$ cat config.mk
export PLATFORM = sky130hd
export DESIGN_NAME = nap_mul
export DESIGN_NICKNAME = d
export VERILOG_FILES = /design/src/rtl/nap_pkg.sv /design/src/rtl/nap_mul.sv
export SDC_FILE = /design/constraint.sdc
export NUM_CORES = 2
export LEC_CHECK = 0
export ABC_AREA = 1
export BUFFER_PORTS_ARGS = -buffer_cell sky130_fd_sc_hd__buf_2
export CAP_MARGIN = 20
export CORE_UTILIZATION = 38
export CTS_BUF_LIST = sky130_fd_sc_hd__clkbuf_4
export DETAILED_ROUTE_END_ITERATION = 16
export MAX_ROUTING_LAYER = met4
export PLACE_DENSITY = 0.53
export SETUP_SLACK_MARGIN = 0.4
export SYNTH_ARGS = -nofsm -noshare
export SYNTH_HDL_FRONTEND = slang
export SYNTH_SLANG_ARGS = --single-unit
$ cat constraint.sdc
create_clock -name clk -period 11.2 [get_ports clk]
set_input_delay 2.8 -clock clk [delete_from_list [all_inputs] [get_ports clk]]
set_output_delay 2.8 -clock clk [all_outputs]
set_load 0.005 [all_outputs]
$ cat src/rtl/nap_pkg.sv
`timescale 1ns / 1ps
// ----------------------------------------------------------------------------
// nap_pkg
// Shared widths, register codes, config struct and saturation helper for the
// normalized lms adaptive predictor.
// ----------------------------------------------------------------------------
package nap_pkg;

    localparam int TAPS    = 8;
    localparam int IDX_W   = (TAPS > 1) ? $clog2(TAPS) : 1;
    localparam int CNT_W   = $clog2(TAPS + 1);
    localparam int SMP_W   = 16;
    localparam int WGT_W   = 48;
    localparam int OUT_W   = 48;
    localparam int ACC_W   = SMP_W + WGT_W + $clog2(TAPS) + 1;
    localparam int EN_W    = 2 * SMP_W - 1 + $clog2(TAPS);
    localparam int DV_W    = EN_W + 17;
    localparam int SAT_W   = ACC_W - 14;
    localparam int RAT_W   = 64;
    localparam int MAG_W   = 64;
    localparam int PP_W    = 128;
    localparam int MUL_A_W = 33;
    localparam int MUL_B_W = 33;
    localparam int PROD_W  = MUL_A_W + MUL_B_W;
    localparam int DATA_W  = 32;
    localparam int ADDR_W  = 3;

    localparam logic REG_STEP = 1'b0;
    localparam logic REG_BIAS = 1'b1;

    localparam logic [DATA_W-1:0] STEP_RST = 32'h4000_0000;
    localparam logic [DATA_W-1:0] BIAS_RST = 32'h0001_0000;

    typedef struct packed {
        logic [DATA_W-1:0] step;
        logic [DATA_W-1:0] bias;
    } cfg_t;

    function automatic logic signed [OUT_W-1:0] sat48(input logic signed [SAT_W-1:0] v);
        logic signed [OUT_W-1:0] r;
        if ((&v[SAT_W-1:OUT_W-1]) || !(|v[SAT_W-1:OUT_W-1]))
            r = v[OUT_W-1:0];
        else if (v[SAT_W-1])
            r = {1'b1, {(OUT_W-1){1'b0}}};
        else
            r = {1'b0, {(OUT_W-1){1'b1}}};
        return r;
    endfunction

endpackage

$ cat src/rtl/nap_mul.sv
`timescale 1ns / 1ps
// ----------------------------------------------------------------------------
// nap_mul
// Shared signed multiplier with a registered product.
// ----------------------------------------------------------------------------
module nap_mul (
    input  logic                                  clk,
    input  logic signed [nap_pkg::MUL_A_W-1:0]    a,
    input  logic signed [nap_pkg::MUL_B_W-1:0]    b,
    output logic signed [nap_pkg::PROD_W-1:0]     prod
);
    import nap_pkg::*;

    logic signed [PROD_W-1:0] prod_reg;

    always_ff @(posedge clk)
    begin
        prod_reg <= a * b;
    end

    assign prod = prod_reg;

endmodule

==> impl_summary.txt <==
----------------------------------------------------
[Status]
  Outcome ... finished clean

[Place]
  Final HPWL DP ... 107800 um
  Number of buffer cells added on primary ports ... 132
  RD Place Congestion ... roughly 0.94

[Synth]
  Cell count after synthesis ... between 5000 and 6000
  Synthesized netlist net count ... 6972
  Cell type contributing the most total cell area after synthesis ... sky130_fd_sc_hd__fa_1
  Seq/Total Area, Yosys ... 3.060%
  Cell with the most instances after synthesis ... sky130_fd_sc_hd__inv_1
  Area of the mapped netlist ... 43170 sq um
  Seq cells post-synth ... 66
  Number of library cell types mapped by synthesis ... 35
  Top-area cell type share of the netlist area ... 53.09%
  Leading post-synthesis cells by instance count ... 1894 x sky130_fd_sc_hd__inv_1, 1517 x sky130_fd_sc_hd__nand2_1, 1145 x sky130_fd_sc_hd__fa_1
  Synthesis warning total ... 0
  Per-instance average area after synthesis ... 7.789 sq um
  Biggest area contributors in the synthesized netlist ... sky130_fd_sc_hd__fa_1 53%, sky130_fd_sc_hd__inv_1 16%, sky130_fd_sc_hd__nand2_1 13%
  Number of flops mapped to enable cells by yosys ... 0
  Top FF cell, synth ... sky130_fd_sc_hd__dfxtp_1
  Proportion of synthesized flip-flops having asynchronous set or reset ... 0%

[Finish]
  Flip-flop count of the largest register, all copies and words added ... 66
  Layout cells sized above 1 ... 4.780%
  Net count of the finished layout ... ~6900
  Area growth syn-to-layout ... 4.985%

[Global routing]
  Via count of the first global-routing pass ... 36113
  Aggregate global routing overflow ... 0
  Maximum number of pins on one net before global-route repair ... 34
  All-layer global routing usage ... a little under a quarter
  First-pass GRT wire length ... 201800 um
  Number of antenna violations at the first check in global routing ... 7

[Route]
  Antenna violation net count after detailed routing ... 0
  1st-iter DRT viols ... 1807
  DRC errors left ... 0
  Vias after detailed routing ... 31936
  Aggregate routed wire length ... 122100 um
  Vias/cell ... 4.570
  DRT Pass-1 Iters ... 6
  Routed length per instance ... 17.48 um

[Worst setup path]
  Startpoint-to-endpoint class of the critical path ... input port to flip-flop
  Critical path data required time ... 11.54 ns
  Arrival @ worst endpoint ... 10.52 ns
  Endpoint kind of the worst setup timing path ... flip-flop
  Maximum fanout along the worst path ... 25
  Startpoint Class ... input port

[Min path]
  Hold Path Stages ... 4
  Hold/Removal Path Class ... input port to flip-flop

[Die]
  Effective utilization at floorplan ... a little under two fifths
  Width of the chip ... 339.1 um
  Row Count ... 123
  Overall die area ... 115000 sq um
  Vertical extent of the die ... 339.1 um
  Core ar. ... 112500 sq um
  Number of ports placed on the die boundary ... 133

[Job]
  Count of maximum capacitance violations ... 0

[CTS]
  Clock tree sinks ... 66
  Postcts setup bufs ... 0
  Worst-path clk slew ... 0.11 ns
  CTS Root Buffer Type ... sky130_fd_sc_hd__clkbuf_4
  Maximum root-to-sink buffer count ... 2
  # resized after CTS ... 0
  H-tree levels ... 3
  TritonCTS clock tree ... built
  Inserted Clock Buffers ... 9
  Hold bufs inserted after CTS ... 0

[STA]
  Worst rel slew slack ... 34.15%
  Period utilisation layout ... 90.87%
  Peak Freq ... 0.09825 GHz
  Unrepaired setup endpoints after global routing ... false
  Number of endpoints with negative hold slack in the final report ... 0
  Final setup fails ... 0
  Final count of pins violating max slew ... 0
  Slew of the pin with the lowest slew margin ... 0.9878 ns
  Post-route minimum period ... 10.18 ns
  Post-route setup TNS ... 0 ns

----------------------------------------------------
==> kinds of logic after synthesis <==
family	Yosys count	synth area share (%)
flops	66	3.060
compound gates	106	1.377
xor+xnor	41	0.8317
buf+inv	2158	18.76
simple gates	1810	16.59
fa+ha+maj	1362	59.38
==> final timing paths <==
check / slack, ns / endpoint / startpoint
worst max-delay path: 1.02 / prod[57] / a[32]
worst min-delay path: 3.04 / prod[0] / b[0]
==> placed cells by master, fill, tap and decap left out, types with 3 or more instances in the layout <==
master | netlist | layout
sky130_fd_sc_hd__a21oi_2 | 4 | 4
sky130_fd_sc_hd__o21bai_1 | 14 | 14
sky130_fd_sc_hd__o21ai_1 | 3 | 3
sky130_fd_sc_hd__xnor2_1 | 4 | 4
sky130_fd_sc_hd__nand3_1 | 70 | 70
sky130_fd_sc_hd__nor2_2 | 20 | 20
sky130_fd_sc_hd__nand2_2 | 17 | 17
sky130_fd_sc_hd__nor2_4 | 3 | 3
sky130_fd_sc_hd__nand3_2 | 8 | 8
sky130_fd_sc_hd__dfxtp_1 | 66 | 66
sky130_fd_sc_hd__buf_2 | 0 | 132
sky130_fd_sc_hd__o21ai_0 | 19 | 19
sky130_fd_sc_hd__clkinv_4 | 0 | 3
sky130_fd_sc_hd__fa_1 | 1145 | 1145
sky130_fd_sc_hd__nand4_1 | 19 | 19
sky130_fd_sc_hd__diode_2 | 0 | 7
sky130_fd_sc_hd__ha_1 | 217 | 217
sky130_fd_sc_hd__buf_4 | 0 | 52
sky130_fd_sc_hd__or2_2 | 5 | 5
sky130_fd_sc_hd__nand3b_1 | 3 | 3
sky130_fd_sc_hd__clkbuf_4 | 0 | 10
sky130_fd_sc_hd__nor3_1 | 7 | 7
sky130_fd_sc_hd__inv_1 | 1894 | 1894
sky130_fd_sc_hd__a21oi_1 | 61 | 61
sky130_fd_sc_hd__nor4_1 | 4 | 4
sky130_fd_sc_hd__nor2_1 | 131 | 131
sky130_fd_sc_hd__xor2_1 | 37 | 37
sky130_fd_sc_hd__nand2_1 | 1517 | 1517
==> stage by stage <==
step	area, sq um	hold slack, ns	worst slack, ns	util [%]	instances
floorplan	43170	3.064	1.644	-	5543
CTS	45280	3.016	1.063	40.25	6980
detailed placement	45110	3.181	0.6093	40.10	6964
global placement	45110	3.181	0.6029	40.10	6964
global route	45330	3.027	0.6757	40.29	6988
finish	45330	3.044	1.022	40.29	6988
==> critical path: stages <==
cell and delay, ns:
sky130_fd_sc_hd__buf_2 0.47, sky130_fd_sc_hd__nand2_1 0.25, sky130_fd_sc_hd__inv_1 0.14, sky130_fd_sc_hd__fa_1 0.45, sky130_fd_sc_hd__fa_1 0.52, sky130_fd_sc_hd__inv_1 0.13
sky130_fd_sc_hd__fa_1 0.56, sky130_fd_sc_hd__inv_1 0.07, sky130_fd_sc_hd__fa_1 1.16, sky130_fd_sc_hd__fa_1 0.58, sky130_fd_sc_hd__fa_1 0.50, sky130_fd_sc_hd__fa_1 0.49
sky130_fd_sc_hd__inv_1 0.05, sky130_fd_sc_hd__fa_1 0.47, sky130_fd_sc_hd__inv_1 0.04, sky130_fd_sc_hd__ha_1 0.44, sky130_fd_sc_hd__nand2_1 0.16, sky130_fd_sc_hd__nor2_1 0.26
sky130_fd_sc_hd__nand3_1 0.20, sky130_fd_sc_hd__nor2_1 0.25, sky130_fd_sc_hd__o21ai_0 0.26, sky130_fd_sc_hd__nand4_1 0.16, sky130_fd_sc_hd__nand2_1 0.08
==> cell type report <==
type	count	area, sq um
fill	11705	67170
antenna	7	17.52
inverter	1895	7113
timing repair buffer	185	1079
tap	1500	1877
clock inverter	6	91.34
sequential	66	1321
multi-input combinational	3319	33750
clock buffer	10	75.07
==> metal layers <==
| layer | track usage, % | wire length (um) |
|---|---|---|
| met3 | 1.402 | 3766 |
| met2 | 41.42 | 63080 |
| met5 | - | 0 |
| met4 | 3.950 | 2279 |
| met1 | 29.03 | 53020 |
Power is not shown: default switching activity piles up to over one toggle a cycle in this logic, so the estimate is an artifact.
