<file path="config.mk">
export PLATFORM = sky130hd
export DESIGN_NAME = nap_div
export DESIGN_NICKNAME = d
export VERILOG_FILES = /design/src/rtl/nap_pkg.sv /design/src/rtl/nap_div.sv
export SDC_FILE = /design/constraint.sdc
export NUM_CORES = 1
export LEC_CHECK = 0
export BUFFER_PORTS_ARGS = -buffer_cell sky130_fd_sc_hd__buf_2
export CORE_ASPECT_RATIO = 1.4
export CORE_MARGIN = 2
export CORE_UTILIZATION = 54
export DETAILED_ROUTE_END_ITERATION = 16
export MAX_ROUTING_LAYER = met4
export PLACE_DENSITY = 0.9
export SYNTH_ARGS = -nofsm -noshare
export SYNTH_HDL_FRONTEND = slang
export SYNTH_SLANG_ARGS = --single-unit
</file>
<file path="constraint.sdc">
create_clock -name clk -period 3.2 [get_ports clk]
set_input_delay 0.64 -clock clk [delete_from_list [all_inputs] [get_ports clk]]
set_output_delay 0.64 -clock clk [all_outputs]
set_load 0.1 [all_outputs]
</file>
<file path="src/rtl/nap_pkg.sv">
`timescale 1ns / 1ps
// ----------------------------------------------------------------------------
// nap_pkg
// Shared widths, register codes, config struct and saturation helper for the
// normalized lms adaptive predictor.
// ----------------------------------------------------------------------------
package nap_pkg;

    localparam int TAPS    = 8;
    localparam int IDX_W   = (TAPS > 1) ? $clog2(TAPS) : 1;
    localparam int CNT_W   = $clog2(TAPS + 1);
    localparam int SMP_W   = 16;
    localparam int WGT_W   = 48;
    localparam int OUT_W   = 48;
    localparam int ACC_W   = SMP_W + WGT_W + $clog2(TAPS) + 1;
    localparam int EN_W    = 2 * SMP_W - 1 + $clog2(TAPS);
    localparam int DV_W    = EN_W + 17;
    localparam int SAT_W   = ACC_W - 14;
    localparam int RAT_W   = 64;
    localparam int MAG_W   = 64;
    localparam int PP_W    = 128;
    localparam int MUL_A_W = 33;
    localparam int MUL_B_W = 33;
    localparam int PROD_W  = MUL_A_W + MUL_B_W;
    localparam int DATA_W  = 32;
    localparam int ADDR_W  = 3;

    localparam logic REG_STEP = 1'b0;
    localparam logic REG_BIAS = 1'b1;

    localparam logic [DATA_W-1:0] STEP_RST = 32'h4000_0000;
    localparam logic [DATA_W-1:0] BIAS_RST = 32'h0001_0000;

    typedef struct packed {
        logic [DATA_W-1:0] step;
        logic [DATA_W-1:0] bias;
    } cfg_t;

    function automatic logic signed [OUT_W-1:0] sat48(input logic signed [SAT_W-1:0] v);
        logic signed [OUT_W-1:0] r;
        if ((&v[SAT_W-1:OUT_W-1]) || !(|v[SAT_W-1:OUT_W-1]))
            r = v[OUT_W-1:0];
        else if (v[SAT_W-1])
            r = {1'b1, {(OUT_W-1){1'b0}}};
        else
            r = {1'b0, {(OUT_W-1){1'b1}}};
        return r;
    endfunction

endpackage

</file>
<file path="src/rtl/nap_div.sv">
`timescale 1ns / 1ps
// ----------------------------------------------------------------------------
// nap_div
// Bit-serial restoring divider forming the Q32.32 adaptation ratio.
// ----------------------------------------------------------------------------
module nap_div (
    input  logic                          clk,
    input  logic                          rst_n,
    input  logic                          start,
    input  logic [nap_pkg::DATA_W-1:0]    dividend,
    input  logic [nap_pkg::DV_W-1:0]      divisor,
    output logic                          done,
    output logic [nap_pkg::RAT_W-1:0]     ratio
);
    import nap_pkg::*;

    localparam int STEPS = RAT_W + 2;
    localparam int SC_W  = $clog2(STEPS);

    logic [DV_W-1:0]   dvs_reg;
    logic [DV_W-1:0]   rem_reg;
    logic [DATA_W-1:0] sh_reg;
    logic [RAT_W-1:0]  q_reg;
    logic [SC_W-1:0]   cnt_reg;
    logic              busy_reg;
    logic              over_reg;
    logic              zero_reg;
    logic              done_reg;
    logic [DV_W:0]     trial;
    logic              fits;

    assign trial = {rem_reg, sh_reg[DATA_W-1]};
    assign fits  = trial >= {1'b0, dvs_reg};

    always_ff @(posedge clk or negedge rst_n)
    begin
        if (!rst_n)
        begin
            busy_reg <= 1'b0;
            done_reg <= 1'b0;
            cnt_reg  <= '0;
            over_reg <= 1'b0;
            zero_reg <= 1'b0;
            q_reg    <= '0;
            rem_reg  <= '0;
            sh_reg   <= '0;
            dvs_reg  <= '0;
        end
        else
        begin
            done_reg <= 1'b0;
            if (start)
            begin
                busy_reg <= 1'b1;
                cnt_reg  <= SC_W'(STEPS - 1);
                dvs_reg  <= divisor;
                zero_reg <= (divisor == '0);
                sh_reg   <= dividend;
                rem_reg  <= '0;
                q_reg    <= '0;
                over_reg <= 1'b0;
            end
            else if (busy_reg)
            begin
                sh_reg  <= {sh_reg[DATA_W-2:0], 1'b0};
                rem_reg <= fits ? DV_W'(trial - {1'b0, dvs_reg}) : trial[DV_W-1:0];
                if (cnt_reg >= SC_W'(RAT_W))
                begin
                    if (fits)
                        over_reg <= 1'b1;
                end
                else
                    q_reg <= {q_reg[RAT_W-2:0], fits};
                if (cnt_reg == '0)
                begin
                    busy_reg <= 1'b0;
                    done_reg <= 1'b1;
                end
                else
                    cnt_reg <= cnt_reg - 1'b1;
            end
        end
    end

    assign done  = done_reg;
    assign ratio = zero_reg ? '0 : (over_reg ? '1 : q_reg);

endmodule

</file>
==> results.tsv, run 1 <==
stage	metric	value	unit
place	dp_hpwl	24630	um
sta	clock_skew	0.01739	ns
global_routing	grt_pass1_vias	11790	
route	avgRoutedWirePerCell	17.42	um
place	pre_cts_ws	-0.1561	ns
synth	synth-main-ff-cell	dfrtp_1	
die	initial_core_util	54.94	%
sta	rsz0062_at_grt	true	
outcome	status	finished, violations left	
synth	synth-edff-count	0	
route	routed_via_density	5.901	
synth	yosysSeqAreaShare	40.88	%
synth	synth-compound-area-share	21.34	%
synth	syn_inst	1583	
route	routed-via-count	12280	
global_routing	grt.busiest_layer	met2	
die	io_pins	151	
global_routing	antenna_found_initial	0	
worst_setup_path	path_class	flop to flop	
clock_network	h-tree-depth	1	
sta	relSlewSlack	33.51	%
worst_setup_path	cp_slowest_cell	or3b_2	
sta	slew_violations	0	
synth	synthDistinctLibCells	67	
route	wl	36250	um
die	die_x	134.1	um
die	die_y	186.1	um
sta	hold_violations	0	
route	drtIter0Drc	918	
sta	report.final.setup_viol	52	
clock_network	cts_tree	done	
synth	ys_warn_count	0	
power_and_ir_drop	total_power	0.01406	W
layout	layout-drive-gt1-share	21.30	%
synth	synth_top_family_by_area	compound AO/OA/AOI/OAI gates	
layout	antenna_cells	0	
global_routing	grt_overflow	0	
clock_network	clk_path_buf_depth	3	
clock_network	cts-buffers-inserted	22	
synth	syn_avg_cell_area	8.082	um^2
sta	hold_ws	0.1271	ns
synth	synth_nets	1722	
worst_setup_path	crit_path_end_kind	flop	
route	ant_nets	0	
sta	setup_ws	-0.2248	ns
power_and_ir_drop	p_leak	7.720	nW
worst_setup_path	crit_required	3.63	ns
layout	area_growth	21.54	%
synth	netlist_area	0.01279	mm^2
worst_setup_path	r2r_cells	13	
global_routing	met3_usage	2.968	%
clock_network	cts_root_buffer	clkbuf_16	
layout	largest_reg_flops	64	
synth	synth_mux_area_share	2.826	%
clock_network	clk_pin_slew	0.07	ns
die	fp-row-count	66	
global_routing	met1_usage	33.23	%
synth	ys_ff_latch	209	
power_and_ir_drop	max-vdd-ir-drop	0.9356	mV
synth	synthAdderAreaFrac	5.242	%
global_routing	grt_max_degree	148	
sta	fmax	292.0	MHz
layout	nFillCells	1857	
sta	fin_crit	3.425	ns
power_and_ir_drop	p_per_area	904.1	mW/mm^2
worst_setup_path	start_kind	flop	
outcome	violations	setup timing	
run	drv_cap	0	
worst_setup_path	crit_fanout	7	
layout	nNetsFinal	1898	
worst_setup_path	slowest_delay	0.50	ns
global_routing	grt.met2_usage	50.54	%
sta	tightest_slew	0.9937	ns
worst_setup_path	path_cells	inv_1 > ha_1 > nand4_1 > nor2_1 > and4_2 > and4_1 > nor3b_1 > a31oi_4 > nor2_4 > buf_6 > clkbuf_16 > or3b_2 > a311oi_2	
synth	synthXorXnorAreaFrac	3.012	%
global_routing	groute.usage.overall	28.72	%
clock_network	worstSkewPairLatency	0.52	ns
layout	layout_commonest_cell	nand2_1	
synth	synthSimpleGateAreaFrac	21.28	%
route	dr.pass1.iters	6	
die	die_area	0.02496	mm^2
route	drc	0	
worst_setup_path	worstPathArrival	3.85	ns
die	core_area	0.02329	mm^2
global_routing	grt_pass1_wl	56700	um
place	io_buffers	150	
synth	async_flop_share	100.0	%
place	finalWeightedCongestion	1.006	
clock_network	clock-sinks	209	
sta	period_share	107.0	%
layout	final_cell_mix	nand2_1, nor2_1, dfrtp_1	
hold_path	hp-class	input port to async pin	
==> worst max-delay path, delay by kind of cell, from the launching register on <==
| family | cells | cell delay [ns] |
|---|---|---|
| adders and majority gates | 1 | 0.45 |
| DFF | 1 | 0.33 |
| AOI/OAI and AO/OA | 2 | 0.46 |
| and+or+nand+nor | 7 | 1.68 |
| buffers and inverters | 3 | 0.41 |
==> worst paths after layout <==
path	slack, ns	startpoint	end
worst max-delay path	-0.22	dvs_reg[24]$_DFFE_PN0P_	rem_reg[38]$_DFFE_PN0P_
worst min-delay path	0.13	rst_n	rem_reg[33]$_DFFE_PN0P_
worst max register to register	-0.22	dvs_reg[24]$_DFFE_PN0P_	rem_reg[38]$_DFFE_PN0P_
worst min register to register	0.53	dvs_reg[0]$_DFFE_PN0P_	dvs_reg[0]$_DFFE_PN0P_
max in group asynchronous	2.22	rst_n	rem_reg[43]$_DFFE_PN0P_
min in group clk	0.32	dividend[5]	sh_reg[5]$_DFFE_PN0P_
==> cell families (layout without fill, tap and decap cells) <==
group                      after synthesis  after routing
xor gates and xnor gates                44             44
buffers and inverters                  169            361
and+or+nand+nor                        656            656
adders and majority gates               53             53
AOI/OAI and AO/OA                      416            416
DFF                                    209            209
muxes                                   36             36
==> power breakdown <==
group | total [W] | switching [W] | internal [W]
Sequential | 0.00322 | 0.000296 | 0.00293
Combinational | 0.00807 | 0.00570 | 0.00237
Clock | 0.00276 | 0.00111 | 0.00166
==> synthesized netlist by cell type (27+ instances only) <==
cell      instances  area, um^2
inv_1            67       251.5
a311oi_2         27       405.4
xnor2_1          31       271.5
clkbuf_1         70       262.8
a21oi_1         142       710.7
nand2_1         347        1303
nor2_1          207       777.0
mux2i_1          35       350.3
dfrtp_1         209        5230
o21ai_0         122       610.6
a21o_1           32       240.2
ha_1             52       650.6
==> stage by stage <==
step | cell area (um^2) | cells | utilization, % | setup TNS [ns]
after floorplan | 12820 | 1583 | - | 0
after global placement | 14300 | 2026 | 61.42 | -1.641
after detailed placement | 14300 | 2026 | 61.42 | -3.755
after CTS | 15310 | 2076 | 65.74 | -4.020
after global routing | 15550 | 2081 | 66.77 | -15.54
final | 15550 | 2081 | 66.77 | -8.787
==> final cells by class <==
cell class	count	area, um^2	share of cell area [%]
clock buffer	31	644.4	4.144
sequential	209	5238	33.68
clock inverter	9	141.4	0.9093
timing repair buffer	254	1787	11.49
multi-input combinational	1205	7104	45.69
inverter	67	251.5	1.617
tap	306	382.9	2.462
==> layer usage <==
layer  part of all wire, %  vias to the layer above
met5                     0                        -
met4                   3.7                        0
met3                   5.9                      102
met2                    52                      499
met1                    39                     5880
li1                      -                     5798
==> repair_timing <==
action	4_1_cts	5_1_grt
buffers inserted	7	3
pin swaps	4	16
setup endpoints to repair	52	53
resized for setup	30	37
cloned	3	2
hold buffers	0	0
(Power assumes the default switching activity.)
==> run 2: changes to the inputs <==
- ABC_AREA: not set -> 1
- PLACE_DENSITY: 0.9 -> 0.89
==> run 2 against run 1 <==
- combinational power up 0.5%
- final area up 3.1%
- sequential share of layout area down 1.0 points
- the run now ends clean
- synthesized cell count up 36%
- worst hold slack better by 0.065 ns
- global-route usage up 2.9 points
- largest cell class unchanged
- worst setup slack better by 0.52 ns
- core utilization down 5.2 points
- clock-buffer cell count down 4
- clock power down 4%
- register-to-register slack better by 0.52 ns
==> results.tsv, run 2 <==
stage	metric	value	unit
outcome	status	complete, no violations	
global_routing	grt_max_degree	98	
synth	synthSimpleGateAreaFrac	33.73	%
sta	relSlewSlack	27.33	%
die	die_y	195.8	um
route	drtIter0Drc	913	
synth	synthTopCellsByCount	nand2_1, inv_1, dfrtp_1	
run	drv_cap	0	
synth	synth_top_family_by_area	simple AND/OR/NAND/NOR gates	
worst_setup_path	crit_required	3.61	ns
sta	rsz0062_at_grt	false	
power_and_ir_drop	p_per_area	868.1	mW/mm^2
synth	netlist_area	0.01419	mm^2
synth	synth-compound-area-share	10.36	%
synth	synthDistinctLibCells	36	
clock_network	h-tree-depth	1	
layout	layout_commonest_cell	nand2_1	
synth	syn_avg_cell_area	6.586	um^2
power_and_ir_drop	p_leak	9.029	nW
worst_setup_path	crit_fanout	25	
clock_network	holdBufCountCts	0	
route	routed-via-count	14080	
place	finalWeightedCongestion	1.031	
worst_setup_path	path_class	flop to flop	
global_routing	grt_pass1_wl	69010	um
clock_network	clk_pin_slew	0.07	ns
layout	largest_reg_flops	64	
synth	syn_inst	2155	
route	drc	0	
die	die_x	141.0	um
sta	fmax	343.9	MHz
sta	report.final.setup_viol	0	
clock_network	cts-buffers-inserted	22	
synth	synthAdderAreaFrac	4.725	%
die	die_area	0.02762	mm^2
clock_network	cts_resized	0	
route	wl	41760	um
clock_network	cts_root_buffer	clkbuf_16	
synth	synth-main-ff-cell	dfrtp_1	
clock_network	clock-sinks	209	
die	io_pins	151	
sta	slew_violations	0	
synth	synth_nets	2294	
synth	async_flop_share	100.0	%
route	dr.pass1.iters	5	
synth	yosysSeqAreaShare	36.85	%
sta	tightest_slew	1.090	ns
place	dp.cells	2569	
sta	hold_violations	0	
layout	nNetsFinal	2408	
global_routing	grt_overflow	0	
layout	layout-drive-gt1-share	11.12	%
synth	ys_warn_count	0	
clock_network	cts_tree	done	
synth	synth-edff-count	0	
place	io_buffers	150	
synth	synth_top_area_share	36.85	%
power_and_ir_drop	max-vdd-ir-drop	1.453	mV
global_routing	grt_pass1_vias	14120	
die	fp-row-count	70	
hold_path	hp-class	input port to async pin	
sta	period_share	90.86	%
sta	fin_crit	2.908	ns
die	core_area	0.02601	mm^2
route	routed_via_density	5.396	
synth	synth_top_area_cell	dfrtp_1	
clock_network	clk_path_buf_depth	3	
die	initial_core_util	54.56	%
clock_network	cts_setup_buffers	0	
worst_setup_path	worstPathArrival	3.32	ns
layout	final_cell_mix	nand2_1, inv_1, dfrtp_1	
place	dp_hpwl	31380	um
clock_network	worstSkewPairLatency	0.53	ns
synth	synth_mux_area_share	0	%
layout	area_growth	12.91	%
worst_setup_path	start_kind	flop	
synth	ys_top_cells_by_area	dfrtp_1, nand2_1, inv_1, nand3_1, ha_1	
synth	synthXorXnorAreaFrac	1.419	%
synth	ys_ff_latch	209	
worst_setup_path	crit_path_end_kind	flop	
route	avgRoutedWirePerCell	16.00	um
sta	clock_skew	0.01543	ns
synth	yosysMostFrequentCell	nand2_1	
sta	fin_setup_tns	0	ns
global_routing	groute.usage.overall	31.66	%
route	ant_nets	0	
layout	final_cells	2609	
global_routing	antenna_found_initial	1	
[run 2: cell count changes after synthesis, moves of 27 or more]
cell / before / now
nand2_1: 347 / 683
a311oi_2: 27 / 0
xnor2_1: 31 / 0
nand3_1: 13 / 146
a21o_1: 32 / 1
inv_1: 67 / 386
a21oi_1: 142 / 96
o221ai_1: 1 / 31
nor2_1: 207 / 162
mux2i_1: 35 / 0
nand4_1: 15 / 66
[run 2: layout make-up]
cell class | count | area, um^2
fill | 2397 | 9986
multi-input combinational | 1465 | 7143
sequential | 209 | 5231
inverter | 394 | 1481
timing repair buffer | 177 | 1006
clock buffer | 27 | 619.3
tap | 324 | 405.4
clock inverter | 12 | 137.6
antenna | 1 | 2.502
[run 2: report_power, final]
group	internal, W	switching [W]	total (W)
registers	0.00294	0.000209	0.00315
logic	0.00174	0.00636	0.00811
clock network	0.00155	0.00111	0.00265
[run 2: kinds of logic (layout without fill, tap and decap cells)]
kind of cell,count (synthesis),after routing
simple gates,1124,1124
buf+inv,481,610
compound gates,265,265
flops,209,209
fa+ha+maj,53,53
xor+xnor,23,23
other cells,0,1
[run 2: layer usage]
| layer | vias to the layer above | share of wire, % | global-route usage, % |
|---|---|---|---|
| li1 | 6992 | - | - |
| met5 | - | 0 | - |
| met1 | 6494 | 39 | 36.25 |
| met2 | 466 | 51 | 55.36 |
| met4 | 0 | 5.2 | 14.78 |
| met3 | 126 | 4.9 | 3.734 |
[run 2: critical path: stages (launching register included)]
cell and delay (ns):
dfrtp_1 0.38, inv_1 0.07, ha_1 0.13, inv_1 0.06, fa_1 0.43, nand2_1 0.10, nand3_1 0.08, and2_1 0.18
nand2_1 0.10, nand3_2 0.15, nand3_4 0.26, nand2_4 0.27, buf_4 0.28, nand3_1 0.09, nand2_1 0.08, nand2_1 0.06
nand2_1 0.06
[run 2: path summary, 6_finish.rpt]
check / startpoint / cells past startpoint / slack [ns] / to
max reg2reg: sh_reg[31]$_DFFE_PN0P_ / 16 / 0.29 / rem_reg[10]$_DFFE_PN0P_
max in group asynchronous: rst_n / 2 / 2.22 / q_reg[26]$_DFFE_PN0P_
min reg2reg: dvs_reg[0]$_DFFE_PN0P_ / 2 / 0.50 / dvs_reg[0]$_DFFE_PN0P_
max: sh_reg[31]$_DFFE_PN0P_ / 16 / 0.29 / rem_reg[10]$_DFFE_PN0P_
min: rst_n / 1 / 0.19 / dvs_reg[28]$_DFFE_PN0P_
min in group clk: dividend[1] / 3 / 0.32 / sh_reg[1]$_DFFE_PN0P_
[run 2: stage by stage]
stage	utilization [%]	cell area, um^2	power, W	hold slack, ns	setup slack [ns]
after floorplan	-	14190	0.009531	0.3444	0.3360
after global placement	58.68	15260	0.01117	0.4875	0.3812
after detailed placement	58.68	15260	0.01123	0.4911	0.2865
after CTS	61.59	16020	0.01392	0.2130	0.2391
after global routing	61.61	16030	0.01472	0.2419	0.06632
final	61.61	16030	0.01391	0.1922	0.2924
