==> src/rtl/nap_pkg.sv <==
`timescale 1ns / 1ps
// ----------------------------------------------------------------------------
// nap_pkg
// Shared widths, register codes, config struct and saturation helper for the
// normalized lms adaptive predictor.
// ----------------------------------------------------------------------------
package nap_pkg;

    localparam int TAPS    = 8;
    localparam int IDX_W   = (TAPS > 1) ? $clog2(TAPS) : 1;
    localparam int CNT_W   = $clog2(TAPS + 1);
    localparam int SMP_W   = 16;
    localparam int WGT_W   = 48;
    localparam int OUT_W   = 48;
    localparam int ACC_W   = SMP_W + WGT_W + $clog2(TAPS) + 1;
    localparam int EN_W    = 2 * SMP_W - 1 + $clog2(TAPS);
    localparam int DV_W    = EN_W + 17;
    localparam int SAT_W   = ACC_W - 14;
    localparam int RAT_W   = 64;
    localparam int MAG_W   = 64;
    localparam int PP_W    = 128;
    localparam int MUL_A_W = 33;
    localparam int MUL_B_W = 33;
    localparam int PROD_W  = MUL_A_W + MUL_B_W;
    localparam int DATA_W  = 32;
    localparam int ADDR_W  = 3;

    localparam logic REG_STEP = 1'b0;
    localparam logic REG_BIAS = 1'b1;

    localparam logic [DATA_W-1:0] STEP_RST = 32'h4000_0000;
    localparam logic [DATA_W-1:0] BIAS_RST = 32'h0001_0000;

    typedef struct packed {
        logic [DATA_W-1:0] step;
        logic [DATA_W-1:0] bias;
    } cfg_t;

    function automatic logic signed [OUT_W-1:0] sat48(input logic signed [SAT_W-1:0] v);
        logic signed [OUT_W-1:0] r;
        if ((&v[SAT_W-1:OUT_W-1]) || !(|v[SAT_W-1:OUT_W-1]))
            r = v[OUT_W-1:0];
        else if (v[SAT_W-1])
            r = {1'b1, {(OUT_W-1){1'b0}}};
        else
            r = {1'b0, {(OUT_W-1){1'b1}}};
        return r;
    endfunction

endpackage

==> src/rtl/nap_apb_regs.sv <==
`timescale 1ns / 1ps
// ----------------------------------------------------------------------------
// nap_apb_regs
// APB-style register file holding step size and divider constant.
// ----------------------------------------------------------------------------
module nap_apb_regs (
    input  logic                         clk,
    input  logic                         rst_n,
    input  logic                         psel,
    input  logic                         penable,
    input  logic                         pwrite,
    input  logic [nap_pkg::ADDR_W-1:0]   paddr,
    input  logic [nap_pkg::DATA_W-1:0]   pwdata,
    output logic [nap_pkg::DATA_W-1:0]   prdata,
    output logic                         pready,
    output nap_pkg::cfg_t                cfg
);
    import nap_pkg::*;

    cfg_t cfg_reg;

    assign pready = 1'b1;
    assign cfg    = cfg_reg;

    always_ff @(posedge clk or negedge rst_n)
    begin
        if (!rst_n)
        begin
            cfg_reg.step <= STEP_RST;
            cfg_reg.bias <= BIAS_RST;
        end
        else if (psel && penable && pwrite && (paddr[1:0] == 2'b00))
        begin
            case (paddr[2])
                REG_STEP: cfg_reg.step <= pwdata;
                REG_BIAS: cfg_reg.bias <= pwdata;
                default:  cfg_reg      <= cfg_reg;
            endcase
        end
    end

    always_comb
    begin
        case (paddr[2])
            REG_STEP: prdata = cfg_reg.step;
            REG_BIAS: prdata = cfg_reg.bias;
            default:  prdata = '0;
        endcase
    end

endmodule

==> config.mk <==
export PLATFORM = sky130hd
export DESIGN_NAME = nap_apb_regs
export DESIGN_NICKNAME = d
export VERILOG_FILES = /design/src/rtl/nap_pkg.sv /design/src/rtl/nap_apb_regs.sv
export SDC_FILE = /design/constraint.sdc
export NUM_CORES = 1
export LEC_CHECK = 0
export BUFFER_PORTS_ARGS = -buffer_cell sky130_fd_sc_hd__buf_2
export CAP_MARGIN = 10
export CORE_AREA = 2 2 84 86
export CTS_CLUSTER_DIAMETER = 100
export CTS_CLUSTER_SIZE = 20
export DETAILED_ROUTE_END_ITERATION = 8
export DIE_AREA = 0 0 86 88
export PLACE_DENSITY = 0.76
export SYNTH_ARGS = -nofsm -noshare
export SYNTH_HDL_FRONTEND = slang
export SYNTH_SLANG_ARGS = --single-unit
==> constraint.sdc <==
create_clock -name clk -period 3.45 [get_ports clk]
set_input_delay 1.035 -clock clk [delete_from_list [all_inputs] [get_ports clk]]
set_output_delay 1.035 -clock clk [all_outputs]
set_load 0.02 [all_outputs]
==> results of run 1 <==
cell type report:
type                       count  area share (%)
clock buffer                  13            4.11
tap                           80            2.59
multi-input combinational    101            31.9
sequential                    64            41.4
timing repair buffer         139            18.9
clock inverter                 3            1.03
metal layers:
metal	global-route usage (%)	vias to the layer above	part of all wire, %
met3	3.77	8	7.7
met1	21.8	974	44
met5	0	-	0
li1	-	917	-
met4	7.79	0	1.5
met2	25.7	88	47
synthesized netlist by cell type:
cell      number
clkbuf_1       3
dfstp_2        2
buf_2          3
mux2_1         2
buf_4          1
mux2_4        30
buf_6          5
or3_1          1
nor3_2         1
dfrtp_1       62
nand4_1        1
conb_1         1
mux2_2        64
nand4b_1       1
path summary, 6_finish.rpt:
kind,from,end,slack (ns),cells after the start
worst max-delay path,paddr[2],prdata[11],0.20,3
worst min register to register,cfg[7],cfg[7],0.52,1
max in group asynchronous,rst_n,cfg[60],1.86,2
worst max register to register,cfg[29],cfg[29],2.65,1
min in group asynchronous,rst_n,cfg[36],0.85,1
worst min-delay path,cfg[7],cfg[7],0.52,1
per-stage QoR:
| step | hold slack [ns] | cell area (sq um) |
|---|---|---|
| 6_report | 0.524 | 3870 |
| 2_1_floorplan | 0.624 | 2920 |
| 5_1_grt | 0.546 | 3870 |
| 3_3_place_gp | 0.505 | 3670 |
| 4_1_cts | 0.529 | 3870 |
| 3_5_place_dp | 0.513 | 3670 |
cells by family (layout without fill, tap and decap cells):
kind of cell           Yosys count  after routing  synth area share (%)
muxes                           96             96                  40.8
DFF                             64             64                  54.9
buffers and inverters           12            155                  3.08
and+or+nand+nor                  4              4                  1.07
other                            1              1                 0.128
report_power, final:
group	switching, mW	internal [mW]	total [mW]
logic	0.465	0.376	0.842
registers	0.111	0.901	1.01
clock network	0.274	0.372	0.645
total	0.850	1.65	2.50
==> metrics.md, run 1 <==
| Metric | Value |
|---|---|
| # port buffers | `135` |
| First-pass GRT wire length | `9550 microns` |
| HPWL Detailed | `4280 microns` |
| Most frequent cells in the layout | `135 x buf_2, 64 x mux2_2, 62 x dfrtp_1` |
| N_diodes | `0` |
| Die ar. | `0.00757 sq mm` |
| Final min period | `3.25 ns` |
| Crit path launch type | `input port` |
| IR drop worst, VDD | `0.000274 V` |
| CP cell instances | `buf_2, mux2_2, buf_2` |
| Layout cell share with drive strength beyond 1 | `78.4%` |
| Iter 0 DRT Violations | `36` |
| Arrival time worst endpoint | `2.22 ns` |
| Slew of the pin with the lowest slew margin | `0.953 ns` |
| Layout Nets | `355` |
| Power per cell area | `646 mW/mm^2` |
| Synth top area share | `53.1%` |
| Final WS setup | `0.197 ns` |
| H-tree depth | `3` |
| WP buf/inv | `2` |
| Clk root buf | `clkbuf_8` |
| Worst setup EP type | `primary output` |
| Die span in y | `88 microns` |
| Cell Count, Final, Fillers Out | `400` |
| Commonest non-fill, non-tap cell in the layout | `buf_2` |
| Critical Path RT | `2.41 ns` |
| CTS clk-pin slew, worst paths | `0.07 ns` |
| CTS tree | `yes` |
| Routed wire length per instance | `15.6 microns` |
| Mapped Area | `0.00292 sq mm` |
| Critical path fanouts, max | `34` |
| Core ar. | `0.00664 sq mm` |
| Most numerous cell on the critical path | `buf_2` |
| Largest cells by area after synthesis | `dfrtp_1 53%, mux2_2 25%, mux2_4 15%, buf_6 1.9%, dfstp_2 1.8%` |
| Detailed-route via count | `1987` |
| Skew final | `0 ns` |
| Final Cycle Share | `94.3%` |
| Placed cells | `384` |
| Register area share after synthesis | `54.9%` |
| Area grow syn2layout | `32.4%` |
| Final setup viols | `0` |
| RD Place Congestion | `0.701` |
| Initial Util | `44.0%` |
| Vias/cell | `4.97` |
| FF+latch count, synth | `64` |
| Largest area contributor in the synthesized netlist | `dfrtp_1` |
| Clock Sinks | `64` |
| F_max | `307 MHz` |
| All-layer global routing usage | `16.4%` |
| Max_cap viols | `0` |
| Delay-heaviest family, CP | `buffers and inverters` |
| Gate Count Post-Synth | `177` |
| CTS buffer count | `9` |
| Overflow left after global routing | `0` |
| # resized after CTS | `0` |
| ANT nets after route | `0` |
| CTS Hold Buffers Added | `0` |
| DRT Wirelength | `6230 microns` |
| Area of the multi-input gates | `0.00124 sq mm` |
| Status | `complete, no violations` |
| Total of warnings raised by yosys | `0` |
| Fin. max-slew vios | `0` |
| Max incr delay on CP | `0.60 ns` |
| Syn Area/Cell | `16.5 sq um` |
| Cell with the largest stage delay on the worst path | `buf_2` |
| DR pass1 iterations | `4` |
| Post-layout util | `58.2%` |
| Final hold vios | `0` |
| Fill cells | `564` |
| Vias in the first global route | `1943` |
| Setup TNS | `0 ns` |
| Std cell rows | `30` |
| Max FFs per register | `64` |
| Dpl ws | `0.184 ns` |
| Largest buffer count on any clock path | `2` |
| Slew headroom | `36.5%` |
| RSZ-0062 raised after global routing | `false` |
| Initial antenna violation count | `0` |
| FF+latch area | `0.00160 sq mm` |
| Post-synth net total | `217` |
| Leak | `2.15 nW` |
| DRC Markers | `0` |
| Distinct cell type count after synthesis | `14` |
| CP Class | `input port to primary output` |
| Post-CTS Setup Inserts | `0` |
| Skew-Pair Late Insertion Delay | `0.33 ns` |
| Largest net degree at the start of global routing | `44` |
| Ports | `137` |
| Die X | `86 microns` |
| Worst hold path type | `flop to flop` |
| Design Power | `2.50 mW` |
No activity file was read; power rests on OpenSTA's default activity.
==> inputs of run 2 (changes only) <==
--- a/config.mk
+++ b/config.mk
@@ -5,14 +5,16 @@
 export SDC_FILE = /design/constraint.sdc
 export NUM_CORES = 1
 export LEC_CHECK = 0
+export ABC_AREA = 1
 export BUFFER_PORTS_ARGS = -buffer_cell sky130_fd_sc_hd__buf_2
 export CAP_MARGIN = 10
-export CORE_AREA = 2 2 84 86
+export CORE_AREA = 3 3 88 90
 export CTS_CLUSTER_DIAMETER = 100
 export CTS_CLUSTER_SIZE = 20
 export DETAILED_ROUTE_END_ITERATION = 8
-export DIE_AREA = 0 0 86 88
-export PLACE_DENSITY = 0.76
+export DIE_AREA = 0 0 91 93
+export PLACE_DENSITY = 0.75
+export RECOVER_POWER = 50
 export SYNTH_ARGS = -nofsm -noshare
 export SYNTH_HDL_FRONTEND = slang
 export SYNTH_SLANG_ARGS = --single-unit
==> run 2 against run 1 <==
- the run now ends with capacitance limit, slew limit left
- critical endpoint is now prdata[13]
- largest cell class unchanged
- clock skew is the same
- total power shrank 8.2%
- final area grew 1.1%
- non-clock buffer count grew 7
==> metrics.md, run 2 <==
| Metric | Value |
|---|---|
| # port buffers | `135` |
| CTS buffer count | `9` |
| Top-count cell post-synth | `nand2_1` |
| Post-CTS Setup Inserts | `0` |
| Critical Path Start | `paddr[2]` |
| DR pass1 iterations | `4` |
| Mapped Area | `0.00317 sq mm` |
| Switching pwr | `0.906 mW` |
| Switching share of power | `39.5%` |
| All-layer global routing usage | `20.8%` |
| Total of warnings raised by yosys | `0` |
| Arrival time worst endpoint | `1.77 ns` |
| FFs w/ async S/R, synth | `100%` |
| Top_reg_cell synth | `dfrtp_1` |
| Clk root buf | `clkbuf_8` |
| Die span in y | `93 microns` |
| Commonest non-fill, non-tap cell in the layout | `nand2_1` |
| Initial Util | `44.5%` |
| Worst setup EP type | `primary output` |
| Ports | `137` |
| Largest buffer count on any clock path | `2` |
| Crit path launch type | `input port` |
| FF+latch count, synth | `64` |
| CP Class | `input port to primary output` |
| Post-synth net total | `435` |
| Cell with the largest stage delay on the worst path | `buf_4` |
| Fin. max-slew vios | `29` |
| Final min period | `2.80 ns` |
| Final setup viols | `0` |
| Post-synth EDFFs | `0` |
| Leak | `2.24 nW` |
| Area grow syn2layout | `23.3%` |
| Clk pwr share | `23.7%` |
| Largest net degree at the start of global routing | `46` |
| Std cell rows | `31` |
| Power per cell area | `587 mW/mm^2` |
| Overflow left after global routing | `0` |
| F_max | `357 MHz` |
| Max FFs per register | `64` |
| Worst R2R Path Depth | `2` |
| CP cell instances | `buf_2, inv_2, buf_4, nand2_1, nand2_1, buf_2` |
| Slew of the pin with the lowest slew margin | `1.50 ns` |
| Failing checks | `capacitance limit, slew limit` |
| Initial antenna violation count | `0` |
| Largest area contributor in the synthesized netlist | `dfrtp_1` |
| ANT nets after route | `0` |
| DRT Wirelength | `8640 microns` |
| CTS Hold Buffers Added | `0` |
| Reg-to-reg slack, setup | `2.71 ns` |
| CTS tree | `yes` |
| Gate Count Post-Synth | `395` |
| IR drop worst, VDD | `0.000246 V` |
| Detailed-route via count | `3158` |
| Most frequent cells in the layout | `225 x nand2_1, 87 x buf_2, 64 x nand4_1` |
| Vias in the first global route | `2929` |
| Layout cell share with drive strength beyond 1 | `22.8%` |
| Skew-Pair Late Insertion Delay | `0.33 ns` |
| Top cells by count, synth | `225 x nand2_1, 64 x nand4_1, 62 x dfrtp_1` |
| Syn Area/Cell | `8.04 sq um` |
| Distinct cell type count after synthesis | `12` |
| DRC Markers | `0` |
| Capture point of the worst path | `prdata[13]` |
| Pint | `1.39 mW` |
| Status | `complete, but fails checks` |
| Flop pwr share | `44.2%` |
| HPWL Detailed | `5870 microns` |
| Die X | `91 microns` |
| Max_cap viols | `1` |
| CP Depth | `6` |
| Vias/cell | `5.09` |
| Delay-heaviest family, CP | `buffers and inverters` |
| Comb power frac | `32.1%` |
| Final hold vios | `0` |
| Final Cycle Share | `81.2%` |
| CTS clk-pin slew, worst paths | `0.07 ns` |
| Core ar. | `0.00714 sq mm` |
| Slew headroom | `-0.225%` |
| WP buf/inv | `4` |
| Post-layout util | `54.8%` |
| Largest cells by area after synthesis | `dfrtp_1 49%, nand2_1 27%, nand4_1 13%, buf_6 4.6%, buf_2 3.0%` |
| Clock Sinks | `64` |
| Layout Nets | `557` |
| Synth top area share | `48.9%` |
| R2R Path Start | `cfg[62]` |
| Routed wire length per instance | `13.9 microns` |
| Die ar. | `0.00846 sq mm` |
| Critical Path RT | `2.41 ns` |
| H-tree depth | `3` |
| Iter 0 DRT Violations | `172` |
| Worst hold path type | `flop to flop` |
| Critical path fanouts, max | `17` |
| First-pass GRT wire length | `14200 microns` |
| Setup TNS | `0 ns` |
| RSZ-0062 raised after global routing | `false` |
| N_diodes | `0` |
| Skew final | `0 ns` |
| R2R Path End | `cfg[62]` |
| Max incr delay on CP | `0.22 ns` |
| Register area share after synthesis | `50.5%` |
| RD Place Congestion | `0.791` |
| # resized after CTS | `0` |
[run 2: layout make-up]
| class | count | area (sq um) |
|---|---|---|
| multi-input cells | 294 | 1290 |
| flip-flops and latches | 64 | 1600 |
| clock inverters | 4 | 20.0 |
| clock buffers | 12 | 145 |
| repair buffers | 146 | 721 |
| well taps | 99 | 124 |
| inverters | 2 | 7.51 |
| fillers | 714 | 3220 |
[run 2: routing by layer]
metal	track usage [%]	routed length (microns)	vias to the layer above
li1	-	-	1530
met1	27.5	3810	1504
met2	33.4	4140	120
met3	5.31	646	4
met4	7.16	43	0
met5	0	0	-
[run 2: power groups by stage]
stage	clock network, mW	logic, mW	registers [mW]
after CTS	0.557	0.776	1.01
after global routing	0.595	0.813	1.04
final	0.545	0.736	1.01
after floorplan	0	0.312	1.18
after global placement	0	0.762	1.02
after detailed placement	0	0.777	1.02
[run 2: worst min path at each step]
stage	to	depth (start not counted)	slack [ns]	startpoint
final	cfg[16]	2	0.47	cfg[16]
after CTS	cfg[16]	2	0.48	cfg[16]
after detailed placement	cfg[16]	2	0.46	cfg[16]
after global placement	cfg[16]	2	0.46	cfg[16]
after floorplan	cfg[16]	2	0.50	cfg[16]
after global routing	cfg[16]	2	0.50	cfg[16]
[run 2: kinds of logic after synthesis]
logic type    Yosys count  share of synthesized area, %
buf+inv                37                          8.79
flops                  64                          50.5
simple gates          293                          40.6
other cells             1                         0.118
[run 2: worst reg2reg max path: stages, from the launching register on]
cell	delay, ns
dfstp_2	0.55
nand2_1	0.05
nand2_1	0.08
[run 2: per-stage QoR]
step / worst slack, ns / hold slack, ns / power, mW / area [sq um] / instances
6_report: 0.649 / 0.473 / 2.29 / 3910 / 621
3_5_place_dp: 0.663 / 0.465 / 1.80 / 3820 / 605
3_3_place_gp: 0.662 / 0.461 / 1.78 / 3820 / 605
5_1_grt: 0.331 / 0.503 / 2.45 / 3910 / 621
2_1_floorplan: 0.790 / 0.501 / 1.49 / 3170 / 395
4_1_cts: 0.657 / 0.476 / 2.34 / 3990 / 621
==> inputs of run 3 (changes only) <==
--- a/config.mk
+++ b/config.mk
@@ -5,7 +5,7 @@
 export SDC_FILE = /design/constraint.sdc
 export NUM_CORES = 1
 export LEC_CHECK = 0
-export ABC_AREA = 1
+export ABC_AREA = 0
 export BUFFER_PORTS_ARGS = -buffer_cell sky130_fd_sc_hd__buf_2
 export CAP_MARGIN = 10
 export CORE_AREA = 3 3 88 90
==> constraint.sdc (replaced) <==
create_clock -name clk -period 2.5 [get_ports clk]
set_input_delay 0.75 -clock clk [delete_from_list [all_inputs] [get_ports clk]]
set_output_delay 0.75 -clock clk [all_outputs]
set_load 0.02 [all_outputs]
==> run 3 against run 2 <==
- the flow still finishes with violations (capacitance limit, slew limit)
- via count down 37%
- sequential cell count unchanged
- worst hold slack better by 0.045 ns
- final area down 0.99%
- critical endpoint is now prdata[29]
- clock-buffer cell count down 1
- non-clock buffer count down 4
- first-iteration DRC count down 78%
- routed wire length down 26%
- register-to-register slack worse by 0.99 ns
- final cell count down 32%
- critical path type unchanged
- combinational power up 54%
- total power up 49%
==> metrics.md, run 3 (synthesis results as in run 1) <==
| Metric | Value |
|---|---|
| FF+latch area | `0.00160 sq mm` |
| DRT Wirelength | `6400 microns` |
| Largest net degree at the start of global routing | `65` |
| Die span in y | `93 microns` |
| Clk root buf | `clkbuf_8` |
| Die X | `91 microns` |
| Final Cycle Share | `93.7%` |
| Vias in the first global route | `2024` |
| Pint | `2.23 mW` |
| Iter 0 DRT Violations | `38` |
| Routed wire length per instance | `15.2 microns` |
| All-layer global routing usage | `15.4%` |
| Fin. max-slew vios | `65` |
| Max FFs per register | `64` |
| Layout cell share with drive strength beyond 1 | `64.4%` |
| H-tree depth | `3` |
| Setup TNS | `0 ns` |
| Max_cap viols | `1` |
| Core ar. | `0.00714 sq mm` |
| Most frequent cells in the layout | `87 x buf_2, 64 x mux2_2, 62 x dfrtp_1` |
| Cell with the largest stage delay on the worst path | `mux2_2` |
| Initial Util | `41.0%` |
| DR pass1 iterations | `4` |
| Placed cells | `406` |
| R2R Path Start | `cfg[24]` |
| Worst setup EP type | `primary output` |
| Largest buffer count on any clock path | `2` |
| Worst R2R Path Depth | `1` |
| Initial antenna violation count | `0` |
| F_max | `427 MHz` |
| Final hold vios | `0` |
| Reg-to-reg slack, setup | `1.72 ns` |
| Commonest non-fill, non-tap cell in the layout | `buf_2` |
| Hold_sp | `cfg[7]` |
| Fill cells | `669` |
| Slew of the pin with the lowest slew margin | `1.54 ns` |
| N_diodes | `0` |
| Switching share of power | `34.7%` |
| Vias/cell | `4.71` |
| Ports | `137` |
| Critical path fanouts, max | `12` |
| Post-CTS Setup Inserts | `0` |
| Critical Path RT | `1.75 ns` |
| Arrival time worst endpoint | `1.59 ns` |
| Worst hold path depth | `1` |
| Delay-heaviest family, CP | `buffers and inverters` |
| Slew headroom | `-2.72%` |
| # port buffers | `135` |
| CTS tree | `yes` |
| CP cell instances | `buf_2, buf_4, mux2_2, buf_2` |
| Max incr delay on CP | `0.35 ns` |
| Flop pwr share | `40.8%` |
| Overflow left after global routing | `0` |
| Final WS setup | `0.159 ns` |
| Most numerous cell on the critical path | `buf_2` |
| RD Place Congestion | `0.733` |
| Detailed-route via count | `1989` |
| Layout Nets | `358` |
| Hold worst-path end | `cfg[7]` |
| Die ar. | `0.00846 sq mm` |
| CP Class | `input port to primary output` |
| ANT nets after route | `0` |
| Area grow syn2layout | `32.5%` |
| Cell Count, Final, Fillers Out | `422` |
| HPWL Detailed | `4570 microns` |
| Status | `complete, but fails checks` |
| Power per cell area | `883 mW/mm^2` |
| RSZ-0062 raised after global routing | `false` |
| Comb power frac | `33.0%` |
| Post-layout util | `54.3%` |
| Clk pwr share | `26.2%` |
| Skew-Pair Late Insertion Delay | `0.32 ns` |
| CTS clk-pin slew, worst paths | `0.07 ns` |
| IR drop worst, VDD | `0.000391 V` |
| WP buf/inv | `3` |
| # resized after CTS | `0` |
| Worst hold path type | `flop to flop` |
| Leak | `2.00 nW` |
| Area of the multi-input gates | `0.00124 sq mm` |
| Final min period | `2.34 ns` |
| Final setup viols | `0` |
| Std cell rows | `31` |
| CTS Hold Buffers Added | `0` |
| Crit path launch type | `input port` |
| First-pass GRT wire length | `10300 microns` |
| Clock Sinks | `64` |
| DRC Markers | `0` |
| Switching pwr | `1.19 mW` |
| CTS buffer count | `9` |
| Dpl ws | `0.154 ns` |
| R2R Path End | `cfg[24]` |
| Skew final | `0 ns` |
| Failing checks | `capacitance limit, slew limit` |
-- run 3: worst max path at each step --
stage,end,start,cells after the start,slack [ns]
after floorplan,prdata[0],paddr[2],3,0.15
after global placement,prdata[31],paddr[2],4,0.18
after CTS,prdata[29],paddr[2],4,0.15
after global routing,prdata[29],paddr[2],4,0.12
after detailed placement,prdata[29],paddr[2],4,0.15
final,prdata[29],paddr[2],4,0.16
-- run 3: cell type report --
type                       count  area share, %
tap                           99           3.20
clock buffer                  11           3.91
timing repair buffer         142           18.2
multi-input combinational    101           31.9
clock inverter                 5           1.42
sequential                    64           41.4
-- run 3: metal layers --
layer | global-route usage, % | part of all wire [%]
met1 | 19.0 | 42
met2 | 24.7 | 49
met3 | 5.63 | 7.9
met4 | 6.03 | 0.98
met5 | 0 | 0
-- run 3: stage by stage --
stage / cell area, sq um / power (mW) / hold slack [ns]
after detailed placement: 3740 / 2.60 / 0.500
final: 3870 / 3.42 / 0.518
after floorplan: 2920 / 2.16 / 0.454
after global placement: 3740 / 2.57 / 0.485
after global routing: 3870 / 3.61 / 0.542
after CTS: 3950 / 3.51 / 0.429
-- run 3: power groups by stage --
stage                     combinational, mW  clock (mW)  sequential (mW)
after floorplan                       0.514           0             1.64
after global placement                 1.17           0             1.40
after detailed placement               1.19           0             1.41
after CTS                              1.19       0.926             1.39
after global routing                   1.20       0.975             1.43
final                                  1.13       0.896             1.40
